===== src/rtl/mngq_pkg.sv =====
`timescale 1ns / 1ps
// ----------------------------------------------------------------------------
// mngq_pkg
// Shared types and constants for the MIDI note gate queue.
// ----------------------------------------------------------------------------
package mngq_pkg;

  localparam int NOTE_W = 7;
  localparam int VEL_W = 7;
  localparam int TIME_W = 32;
  localparam int GATE_W = 16;

  // A time check sends at most this many note-offs.
  localparam int MAX_MSGS = 8;
  localparam int MSG_CNT_W = $clog2(MAX_MSGS);

  localparam logic KIND_ON = 1'b0;
  localparam logic KIND_OFF = 1'b1;

  typedef enum logic [7:0] {
    S_IDLE   = 8'b0000_0001,
    S_ZON    = 8'b0000_0010,
    S_ZOFF   = 8'b0000_0100,
    S_MATCH  = 8'b0000_1000,
    S_ON     = 8'b0001_0000,
    S_EVICT  = 8'b0010_0000,
    S_APPEND = 8'b0100_0000,
    S_EXPIRE = 8'b1000_0000
  } state_t;

  // Control broadcast from the sequencer to every cell of the chain.
  typedef struct packed {
    logic                remove;
    logic                at_head;
    logic [NOTE_W-1:0]   new_note;
    logic [TIME_W-1:0]   now;
    logic [GATE_W-1:0]   gate;
  } cell_ctl_t;

endpackage


===== src/rtl/mngq_cell.sv =====
`timescale 1ns / 1ps
// ----------------------------------------------------------------------------
// mngq_cell
// One entry of the playing-note list: holds a note and its start time.
// ----------------------------------------------------------------------------
module mngq_cell (
  input  logic                          clk,
  input  mngq_pkg::cell_ctl_t           ctl,
  input  logic                          live,
  input  logic                          head,
  input  logic                          load_here,
  input  logic                          shift_in,
  input  logic [mngq_pkg::NOTE_W-1:0]   nbr_note,
  input  logic [mngq_pkg::TIME_W-1:0]   nbr_start,
  output logic [mngq_pkg::NOTE_W-1:0]   note_q,
  output logic [mngq_pkg::TIME_W-1:0]   start_q,
  output logic                          expired,
  output logic                          shift_out
);

  logic                          match;
  logic                          pos;
  logic [mngq_pkg::TIME_W-1:0]   elapsed;

  assign match = live && (note_q == ctl.new_note);
  assign pos = ctl.at_head ? head : match;
  // Every entry behind the removed one moves one place toward the head.
  assign shift_out = shift_in | pos;

  assign elapsed = ctl.now - start_q;
  assign expired = (elapsed >= {{(mngq_pkg::TIME_W - mngq_pkg::GATE_W){1'b0}}, ctl.gate});

  always_ff @(posedge clk) begin
    if (ctl.remove && shift_out) begin
      note_q <= nbr_note;
      start_q <= nbr_start;
    end else if (load_here) begin
      note_q <= ctl.new_note;
      start_q <= ctl.now;
    end
  end

endmodule


===== src/rtl/midi_note_gate_queue.sv =====
`timescale 1ns / 1ps
// ----------------------------------------------------------------------------
// midi_note_gate_queue
// Turns drum note hits into MIDI note-on / note-off words with a gate time.
// ----------------------------------------------------------------------------
// Usage: the input channel (in_valid / in_ready) carries one word per hit or
// time check. command 0 is a note hit with note and velocity; command 1 asks
// for the note-offs of the notes whose gate time has run out at now_ms, at
// most MAX_MSGS per check. The output channel (out_valid / out_ready) carries
// MIDI message words; last marks the final word caused by one input word. A
// hit with an unassigned note, or a time check with nothing expired, produces
// no word at all. The gate time is written through cfg_wen / cfg_wdata; the
// user must write it only while idle, which the block itself does not enforce.
// Flow: the block handles one input word at a time. A hit first looks for
// its note in the list (that step also sends the note-off of a retriggered
// note), then sends the note-on, evicts the head when the list is full, and
// then appends the note; a hit with gate time 0 sends its note-on and
// note-off without using the list. A time check sends one note-off per step.
// With a ready receiver the first output word is registered in the cycle
// after the input is taken, except on a hit whose note is not already
// playing, where the match step comes first. The list is a chain of
// QUEUE_DEPTH cells; removal shifts all cells behind the removed entry
// toward the head together. Reset empties the list and clears the gate
// time to 0. If the receiver stalls, the output register holds its word and
// the sequencer waits.
module midi_note_gate_queue #(
  parameter int QUEUE_DEPTH = 8
) (
  input  logic                          clk,
  input  logic                          rst,
  input  logic                          in_valid,
  output logic                          in_ready,
  input  logic                          command,
  input  logic [7:0]                    note,
  input  logic [mngq_pkg::VEL_W-1:0]    velocity,
  input  logic [mngq_pkg::TIME_W-1:0]   now_ms,
  output logic                          out_valid,
  input  logic                          out_ready,
  output logic                          message_kind,
  output logic [mngq_pkg::NOTE_W-1:0]   out_note,
  output logic [mngq_pkg::VEL_W-1:0]    out_velocity,
  output logic                          last,
  input  logic                          cfg_wen,
  input  logic [mngq_pkg::GATE_W-1:0]   cfg_wdata
);

  localparam int CW = $clog2(QUEUE_DEPTH + 1);

  mngq_pkg::state_t                 state, state_next;
  logic [CW-1:0]                    cnt;
  logic [mngq_pkg::GATE_W-1:0]      gate;
  logic [mngq_pkg::MSG_CNT_W-1:0]   msg_cnt;

  // The input word being worked on.
  logic [mngq_pkg::NOTE_W-1:0]      cur_note;
  logic [mngq_pkg::VEL_W-1:0]       cur_vel;
  logic [mngq_pkg::TIME_W-1:0]      cur_now;

  mngq_pkg::cell_ctl_t              ctl;

  // Chain wiring; the element past the tail feeds zeros into the last cell.
  logic [mngq_pkg::NOTE_W-1:0]      note_arr  [0:QUEUE_DEPTH];
  logic [mngq_pkg::TIME_W-1:0]      start_arr [0:QUEUE_DEPTH];
  logic                             exp_arr   [0:QUEUE_DEPTH];
  logic                             shift_c   [0:QUEUE_DEPTH];

  logic                             accept;
  logic                             can_emit;
  logic                             emit;
  logic                             emit_kind;
  logic [mngq_pkg::NOTE_W-1:0]      emit_note;
  logic                             emit_last;
  logic                             do_remove;
  logic                             do_load;
  logic                             any_match;
  logic                             full;

  assign accept = in_valid && in_ready;
  assign in_ready = (state == mngq_pkg::S_IDLE);
  assign can_emit = !out_valid || out_ready;
  assign full = (cnt == CW'(QUEUE_DEPTH));
  assign any_match = shift_c[QUEUE_DEPTH];

  assign ctl.remove = do_remove;
  assign ctl.at_head = (state != mngq_pkg::S_MATCH);
  assign ctl.new_note = cur_note;
  assign ctl.now = cur_now;
  assign ctl.gate = gate;

  assign note_arr[QUEUE_DEPTH] = '0;
  assign start_arr[QUEUE_DEPTH] = '0;
  assign exp_arr[QUEUE_DEPTH] = 1'b0;
  assign shift_c[0] = 1'b0;

  for (genvar i = 0; i < QUEUE_DEPTH; i++) begin : g_cell
    mngq_cell u_cell (
      .clk       (clk),
      .ctl       (ctl),
      .live      (CW'(i) < cnt),
      .head      (i == 0),
      .load_here (do_load && (cnt == CW'(i))),
      .shift_in  (shift_c[i]),
      .nbr_note  (note_arr[i+1]),
      .nbr_start (start_arr[i+1]),
      .note_q    (note_arr[i]),
      .start_q   (start_arr[i]),
      .expired   (exp_arr[i]),
      .shift_out (shift_c[i+1])
    );
  end

  // Sequencer: at most one output word per step; a step that sends a word waits
  // until the output register is free or being emptied.
  always_comb begin
    state_next = state;
    emit = 1'b0;
    emit_kind = mngq_pkg::KIND_OFF;
    emit_note = cur_note;
    emit_last = 1'b0;
    do_remove = 1'b0;
    do_load = 1'b0;
    case (state)
      mngq_pkg::S_IDLE: begin
        if (accept) begin
          if (command) begin
            state_next = mngq_pkg::S_EXPIRE;
          end else if (note[7]) begin
            state_next = mngq_pkg::S_IDLE;
          end else if (gate == '0) begin
            state_next = mngq_pkg::S_ZON;
          end else begin
            state_next = mngq_pkg::S_MATCH;
          end
        end
      end
      mngq_pkg::S_ZON: begin
        if (can_emit) begin
          emit = 1'b1;
          emit_kind = mngq_pkg::KIND_ON;
          state_next = mngq_pkg::S_ZOFF;
        end
      end
      mngq_pkg::S_ZOFF: begin
        if (can_emit) begin
          emit = 1'b1;
          emit_last = 1'b1;
          state_next = mngq_pkg::S_IDLE;
        end
      end
      mngq_pkg::S_MATCH: begin
        // A note that is already playing is ended before it restarts.
        if (!any_match) begin
          state_next = mngq_pkg::S_ON;
        end else if (can_emit) begin
          emit = 1'b1;
          do_remove = 1'b1;
          state_next = mngq_pkg::S_ON;
        end
      end
      mngq_pkg::S_ON: begin
        if (can_emit) begin
          emit = 1'b1;
          emit_kind = mngq_pkg::KIND_ON;
          emit_last = !full;
          state_next = full ? mngq_pkg::S_EVICT : mngq_pkg::S_APPEND;
        end
      end
      mngq_pkg::S_EVICT: begin
        if (can_emit) begin
          emit = 1'b1;
          emit_note = note_arr[0];
          emit_last = 1'b1;
          do_remove = 1'b1;
          state_next = mngq_pkg::S_APPEND;
        end
      end
      mngq_pkg::S_APPEND: begin
        do_load = 1'b1;
        state_next = mngq_pkg::S_IDLE;
      end
      mngq_pkg::S_EXPIRE: begin
        // The head is checked each step; the entry behind it and the message count
        // tell whether this note-off is the final word of the check.
        if (cnt == '0 || !exp_arr[0]) begin
          state_next = mngq_pkg::S_IDLE;
        end else if (can_emit) begin
          emit = 1'b1;
          emit_note = note_arr[0];
          emit_last = !((cnt > CW'(1)) && exp_arr[1] &&
                        (msg_cnt != mngq_pkg::MSG_CNT_W'(mngq_pkg::MAX_MSGS - 1)));
          do_remove = 1'b1;
          if (emit_last) begin
            state_next = mngq_pkg::S_IDLE;
          end
        end
      end
      default: begin
        state_next = mngq_pkg::S_IDLE;
      end
    endcase
  end

  always_ff @(posedge clk) begin
    if (rst) begin
      state <= mngq_pkg::S_IDLE;
      cnt <= '0;
      gate <= '0;
      msg_cnt <= '0;
      out_valid <= 1'b0;
    end else begin
      state <= state_next;
      if (cfg_wen) begin
        gate <= cfg_wdata;
      end
      if (do_remove) begin
        cnt <= cnt - CW'(1);
      end else if (do_load) begin
        cnt <= cnt + CW'(1);
      end
      if (accept) begin
        msg_cnt <= '0;
      end else if (emit) begin
        msg_cnt <= msg_cnt + mngq_pkg::MSG_CNT_W'(1);
      end
      if (emit) begin
        out_valid <= 1'b1;
      end else if (out_ready) begin
        out_valid <= 1'b0;
      end
    end
  end

  always_ff @(posedge clk) begin
    if (accept) begin
      cur_note <= note[mngq_pkg::NOTE_W-1:0];
      cur_vel <= velocity;
      cur_now <= now_ms;
    end
    if (emit) begin
      message_kind <= emit_kind;
      out_note <= emit_note;
      out_velocity <= (emit_kind == mngq_pkg::KIND_ON) ? cur_vel : '0;
      last <= emit_last;
    end
  end

  // The list never holds more entries than it has cells.
  a_cnt_bound: assert property (@(posedge clk) disable iff (rst)
    cnt <= CW'(QUEUE_DEPTH))
    else $error("entry count exceeds queue depth");

  // Appending always leaves at least one playing note.
  a_append_nonempty: assert property (@(posedge clk) disable iff (rst)
    (state == mngq_pkg::S_APPEND) |=> (cnt != '0))
    else $error("list empty after append");

  // A note-off never carries a velocity.
  a_off_zero_vel: assert property (@(posedge clk) disable iff (rst)
    (out_valid && (message_kind == mngq_pkg::KIND_OFF)) |-> (out_velocity == '0))
    else $error("note-off with nonzero velocity");

  // An unassigned note is dropped without touching the list or the output.
  a_unassigned_drop: assert property (@(posedge clk) disable iff (rst)
    (accept && !command && note[7]) |=> ((state == mngq_pkg::S_IDLE) && $stable(cnt)))
    else $error("unassigned note was not ignored");

  // Removal of a matching entry only happens when one was found.
  a_match_remove: assert property (@(posedge clk) disable iff (rst)
    ((state == mngq_pkg::S_MATCH) && do_remove) |-> any_match)
    else $error("removal without a matching entry");

endmodule

===== config.mk =====
export PLATFORM = sky130hd
export DESIGN_NAME = midi_note_gate_queue
export DESIGN_NICKNAME = d
export VERILOG_FILES = /design/src/rtl/mngq_pkg.sv /design/src/rtl/mngq_cell.sv /design/src/rtl/midi_note_gate_queue.sv
export SDC_FILE = /design/constraint.sdc
export NUM_CORES = 1
export LEC_CHECK = 0
export ABC_AREA = 1
export BUFFER_PORTS_ARGS = -buffer_cell sky130_fd_sc_hd__buf_2
export CAP_MARGIN = 5
export CORE_UTILIZATION = 50
export CTS_CLUSTER_DIAMETER = 60
export DETAILED_ROUTE_END_ITERATION = 10
export GPL_TIMING_DRIVEN = 0
export PLACE_DENSITY = 0.67
export SETUP_SLACK_MARGIN = 0.05
export SYNTH_ARGS = -nofsm -noshare
export SYNTH_HDL_FRONTEND = slang
export SYNTH_SLANG_ARGS = --single-unit

===== constraint.sdc =====
create_clock -name clk -period 6.73 [get_ports clk]
set_input_delay 0.3365 -clock clk [delete_from_list [all_inputs] [get_ports clk]]
set_output_delay 0.3365 -clock clk [all_outputs]
set_load 0.02 [all_outputs]

== Word level (Yosys, flattened, before mapping) ==
Cells that the tools add are included.
Cells by class
  bitwise gates (word level): 7
  eq/ne operators: 34
  mux-type cells: 70
  $lt $le $gt $ge: 11
  $add $sub $neg: 5
  reductions and logical operators: 49
Operators with widths (count)
  $mux 32: 14
  $mux 7: 17
  $mux 8: 11
  $ge 32x16->1: 2
  $sub 32x32->32: 2
  $eq 7x7->1: 8
  $pmux 8 s7: 1
  $logic_and 1x1->1: 27
  $mux 1: 19
  $reduce_bool 2->1: 9
  $eq 4x3->1 const B: 4
  $logic_not 16->1: 1
  $lt 3x4->1 const A: 4
  $mux 4: 4
  $pmux 7 s2: 1
  $ne 3x3->1 const B: 4
  $pmux 1 s3: 3
  $eq 4x2->1 const B: 2
  $eq 8x1->1 const B: 1
  $eq 8x2->1 const B: 1
  $eq 8x3->1 const B: 1
  $eq 8x4->1 const B: 1
  $eq 8x5->1 const B: 1
  $eq 8x6->1 const B: 1
  other kinds (20): 37
Word-level totals
  flip-flop bits (word level): 406
  input port bits: 69
  output and inout bits: 18

== Longest topological paths before layout ==
  depth after elaboration: 14
  gate-level depth with buffers: 30

== Cells and area by module ==
A second synthesis with hierarchy kept.
Unflattened totals
  cell total of the unflattened synthesis: 6808
  area, all modules: 42798.5 µm²
Modules (own cells, without submodules)
  mngq_cell at g_cell[0].u_cell ...: instances 4, sequential area each 1171.1 µm², area each 4864.7 µm², cells an instance 810
  mngq_cell at g_cell[1].u_cell: instances 1, sequential area each 1171.1 µm², area each 4914.7 µm², cells an instance 798
  mngq_cell at g_cell[6].u_cell: instances 1, sequential area each 1171.1 µm², area each 4894.7 µm², cells an instance 807
  mngq_cell at g_cell[2].u_cell: instances 1, sequential area each 1171.1 µm², area each 4845.9 µm², cells an instance 805
  mngq_cell at g_cell[7].u_cell: instances 1, sequential area each 1171.1 µm², area each 4695.8 µm², cells an instance 761
  midi_note_gate_queue: instances 1, sequential area each 2502.4 µm², area each 3988.8 µm², cells an instance 397

== Worst setup path after synthesis ==
No wires, ideal clock.
  path type: register -> register
  start: register cur_now[0] in the netlist's numbering
  end: register g_cell[3].u_cell.note_q[0] in the netlist's numbering (enable)
  buffers on the path: 1
  setup slack: 1779 ps
  cell stages (with the launch flop): 24
  clock period less this slack: 4951 ps
  data arrival time: 4208 ps
  path through: edfxtp_1 -> clkinv_1 -> ha_1 -> fa_1 -> inv_1 -> nand2_1 -> nand3_1 -> nand2_1 -> nand2_1 -> xor2_1 -> ha_1 -> inv_1 -> nor3_1 -> a211oi_1 -> nand3_1 -> nor2_1 -> nand2_1 -> nor2_1 -> nand2_1 -> nand3_2 -> nand2_1 -> buf_2 -> nand2_1 -> o21ai_0
On the way
  word-level cells in the longest chain between the ends: 8
RTL lines
  start: declaration: RTL line midi_note_gate_queue.sv:57  | logic [mngq_pkg::TIME_W-1:0] cur_now;
  start signal: assignment: RTL line midi_note_gate_queue.sv:237  | cur_now <= now_ms;
  $sub 32x32->32: RTL line mngq_cell.sv:30  | assign elapsed = ctl.now - start_q;
  $ge 32x16->1: RTL line mngq_cell.sv:31  | assign expired = (elapsed >= {{(mngq_pkg::TIME_W - mngq_pkg::GATE_W){1'b0}}, ctl.gate});
  $logic_not 1->1: RTL line midi_note_gate_queue.sv:184  | if (cnt == '0 || !exp_arr[0]) begin
  $logic_or 1x1->1: RTL line midi_note_gate_queue.sv:184
  $mux 1: RTL line midi_note_gate_queue.sv:184
  $pmux 1 s3: RTL line midi_note_gate_queue.sv:122  | case (state)
  $logic_and 1x1->1: RTL line mngq_cell.sv:34  | if (ctl.remove && shift_out) begin
  $reduce_bool 2->1 (no line)
  end signal: assignment: RTL line mngq_cell.sv:35  | note_q <= nbr_note;
  end signal: assignment: RTL line mngq_cell.sv:38  | note_q <= ctl.new_note;
  end: declaration: RTL line mngq_cell.sv:15  | output logic [mngq_pkg::NOTE_W-1:0] note_q,
No other way between the ends.
A chain may end at the register's enable or synchronous reset.

== Worst setup path in the final report ==
  start: register cur_now[0] in the netlist's numbering
  end: register g_cell[2].u_cell.start_q[21] in the netlist's numbering (enable)
On the way
  word-level cells in the longest chain between the ends: 8
RTL lines
  $sub 32x32->32: RTL line mngq_cell.sv:30
  $ge 32x16->1: RTL line mngq_cell.sv:31
  $logic_not 1->1: RTL line midi_note_gate_queue.sv:184
  $logic_or 1x1->1: RTL line midi_note_gate_queue.sv:184
  $mux 1: RTL line midi_note_gate_queue.sv:184
  $pmux 1 s3: RTL line midi_note_gate_queue.sv:122
  $logic_and 1x1->1: RTL line mngq_cell.sv:34
  $reduce_bool 2->1 (no line)
  end signal: assignment: RTL line mngq_cell.sv:36  | start_q <= nbr_start;
  end signal: assignment: RTL line mngq_cell.sv:39  | start_q <= ctl.now;
  end: declaration: RTL line mngq_cell.sv:16  | output logic [mngq_pkg::TIME_W-1:0] start_q,
No other way between the ends.

==> metrics.cfg <==
[synthesis]
ys_async_sr_fraction_pct = 0
syn_avg_cell_area_um2 = 8.07
synth_cell_types = 47
synth_ff_type = edfxtp_1
synth-edff-count = 335
synth_area_um2 = 23300
yosysSeqAreaShare_pct = 49.2
synth_nets = 3061
ys_ff_latch = 406
synth_cells = 2890
ys_warn_count = 0

[floorplan]
rows = 78
dieWidth_um = 218
initial_core_util_pct = 51.1
dieArea_um2 = 47500
design.core.area_um2 = 45700
die_y_um = 218
io_pins = 87

[sta]
drv_slew = 0
timing.hold.ws_ps = 54.4
setup_tns_ps = 0
setup_viol = 0
timing.fmax_mhz = 165
rsz0062_at_grt = no
finClkSkew_ps = 33.6
fin_crit_ps = 6070
hold_viol_final = 0
relSlewSlack_pct = 22.3
tightest_slew_ps = 1160
setup_ws_ps = 661
period_share_pct = 90.2

[critical_path]
crit_path_start_kind = flop
worstPathRequired_ps = 6930
worstPathMaxFanout = 39
critical_path_class = reg2reg
crit_arrival_ps = 6270
end_kind = flop

[route]
drc_errors = 0
drt-initial-drc-count = 1426
drtPass1Iterations = 5
post_drt_wl_per_cell_um = 16.3
drt_wl_total_mm = 60.6
viasPerCell = 5.23
vias = 19400
antenna_left = 0

[final_layout]
ff_latch_area_um2 = 11500
multi_input_area_um2 = 9900
num_antenna_cells = 0
area_growth_pct = 14.3
layout.cells.non_filler = 3717
drive_above_1_share_pct = 9.79
fin_area_um2 = 26700
num-nets-final = 3249
finish.utilization_pct = 58.4
fillerInstances = 4067

[pwr]
power_mw = 11.2
pwr-share-comb_pct = 43.2
seq_power_share_pct = 34.9
vdd_drop_max_mv = 0.391
swShare_pct = 41.2
leakage_nw = 12.1
intPower_mw = 6.57
p_sw_mw = 4.60
p_per_area_nw_per_um2 = 419
p_clk_share_pct = 21.9

[grt]
grt_antenna_before_repair = 0
grt_use_total_pct = 25.7
grt_pass1_vias = 18100
grt_overflow = 0
grt_max_degree = 40
grt_pass1_wl_mm = 94.9

[cts]
ctsResizeCount = 0
cts_tree = done
insertion_delay_ps = 600
cts_sinks = 406
clk_pin_slew_ps = 60
clockRootBuffer = clkbuf_16
numCtsBuffers = 47
clock_path_buffers = 3
cts_htree_levels = 2

[status]
outcome = finished, final reports clean

[place]
place_congestion = 0.955
placed_area_um2 = 24700
dp.cells = 3582
hpwlAfterDp_mm = 48.3
dp_slack_ps = 705
io_buffers = 86

[worst_hold_path]
min_path_type = in2reg

[flow_run]
drv_cap = 0

[power groups by stage]
stage	registers (mW)	clock network (mW)	logic (mW)
after floorplan	3.85	0	3.43
after global placement	3.97	0	4.54
after detailed placement	3.94	0	4.74
after CTS	3.89	2.48	4.79
after global routing	3.94	2.59	5.48
final	3.90	2.45	4.82
[cells by family after synthesis]
logic type               synth area share [%]
flip-flops                               49.2
adder cells (fa/ha/maj)                  5.54
AO/OA/AOI/OAI                            10.7
buffers and inverters                    8.66
XOR/XNOR                                 2.03
AND/OR/NAND/NOR                          23.8
[cell type report]
type,instances,area share (%)
buffer,91,1.72
clock buffer,67,4.97
clock inverter,21,0.666
inverter,416,5.85
multi-input combinational,1977,37.1
sequential,406,43.0
tap,600,2.81
timing repair buffer,139,3.83
[flip-flops by register name (all words and copies together) (netlist names)]
| signal | cells |
|---|---|
| g_cell.u_cell.start_q | 256 |
| g_cell.u_cell.note_q | 56 |
| cur_now | 32 |
| gate | 16 |
| state | 8 |
| cur_note | 7 |
| cur_vel | 7 |
| out_note | 7 |
| out_velocity | 7 |
| cnt | 4 |
| msg_cnt | 3 |
| last | 1 |
| message_kind | 1 |
| out_valid | 1 |
[final timing paths]
check / depth (start not counted) / startpoint / slack [ps] / to
worst min-delay path: 3 / cfg_wdata[11] / 50 / gate[11]
worst min register to register: 2 / g_cell[7].u_cell.start_q[26] / 460 / g_cell[7].u_cell.start_q[26]
worst max-delay path: 23 / cur_now[0] / 660 / g_cell[2].u_cell.start_q[21]
worst max register to register: 23 / cur_now[0] / 660 / g_cell[2].u_cell.start_q[21]
[what timing repair did]
item                      CTS  global route
hold buffers               47             0
hold endpoints to repair   47             0
buffers inserted            0             0
[Yosys cell counts (21+ instances only)]
cell | number | area share [%]
or2_2 | 41 | 1.1
o21ai_0 | 104 | 2.2
nor2_1 | 363 | 5.8
edfxtp_1 | 335 | 43
buf_2 | 58 | 1.2
ha_1 | 100 | 5.4
nand4_1 | 28 | 0.75
nand2_1 | 759 | 12
nand3_1 | 96 | 2.1
a21oi_1 | 302 | 6.5
clkbuf_1 | 21 | 0.34
inv_1 | 405 | 6.5
nor3_1 | 28 | 0.60
dfxtp_1 | 71 | 6.1
o21a_1 | 38 | 1.2
xor2_1 | 39 | 1.5
[per-layer routing]
| layer | routed length, um | track usage, % | vias up |
|---|---|---|---|
| li1 | - | - | 9817 |
| met1 | 26800 | 34.2 | 8882 |
| met2 | 28200 | 43.0 | 607 |
| met3 | 3590 | 3.19 | 123 |
| met4 | 2010 | 9.49 | 0 |
| met5 | 0 | 0 | - |
[worst max-delay path: stages (launching register included)]
cell and delay (ps):
edfxtp_1 340, clkinv_1 500, ha_1 490, fa_1 470
inv_1 110, nand2_1 60, nand3_1 160, nand2_1 70
nand2_1 140, xor2_1 90, ha_1 280, inv_1 60
nor3_1 220, a211oi_1 70, nand3_1 130, nor2_1 50
nand2_1 80, nor2_1 50, nand2_1 160, nand3_2 230
nand2_1 410, clkbuf_1 660, nand2_1 140, nand2_2 670
[cell usage in the layout (no fill, tap or decap), drive strengths merged, types with 39 or more instances in the layout]
master,synthesis,routed
clkbuf,21,88
buf,70,162
xor2,39,39
a21oi,302,302
edfxtp,335,335
dlygate4sd3,0,47
nand2,767,767
nor2,367,367
dfxtp,71,71
o21ai,112,112
inv,413,417
nand3,97,97
or2,41,41
ha,100,100
No activity file was read; power rests on OpenSTA's default activity.
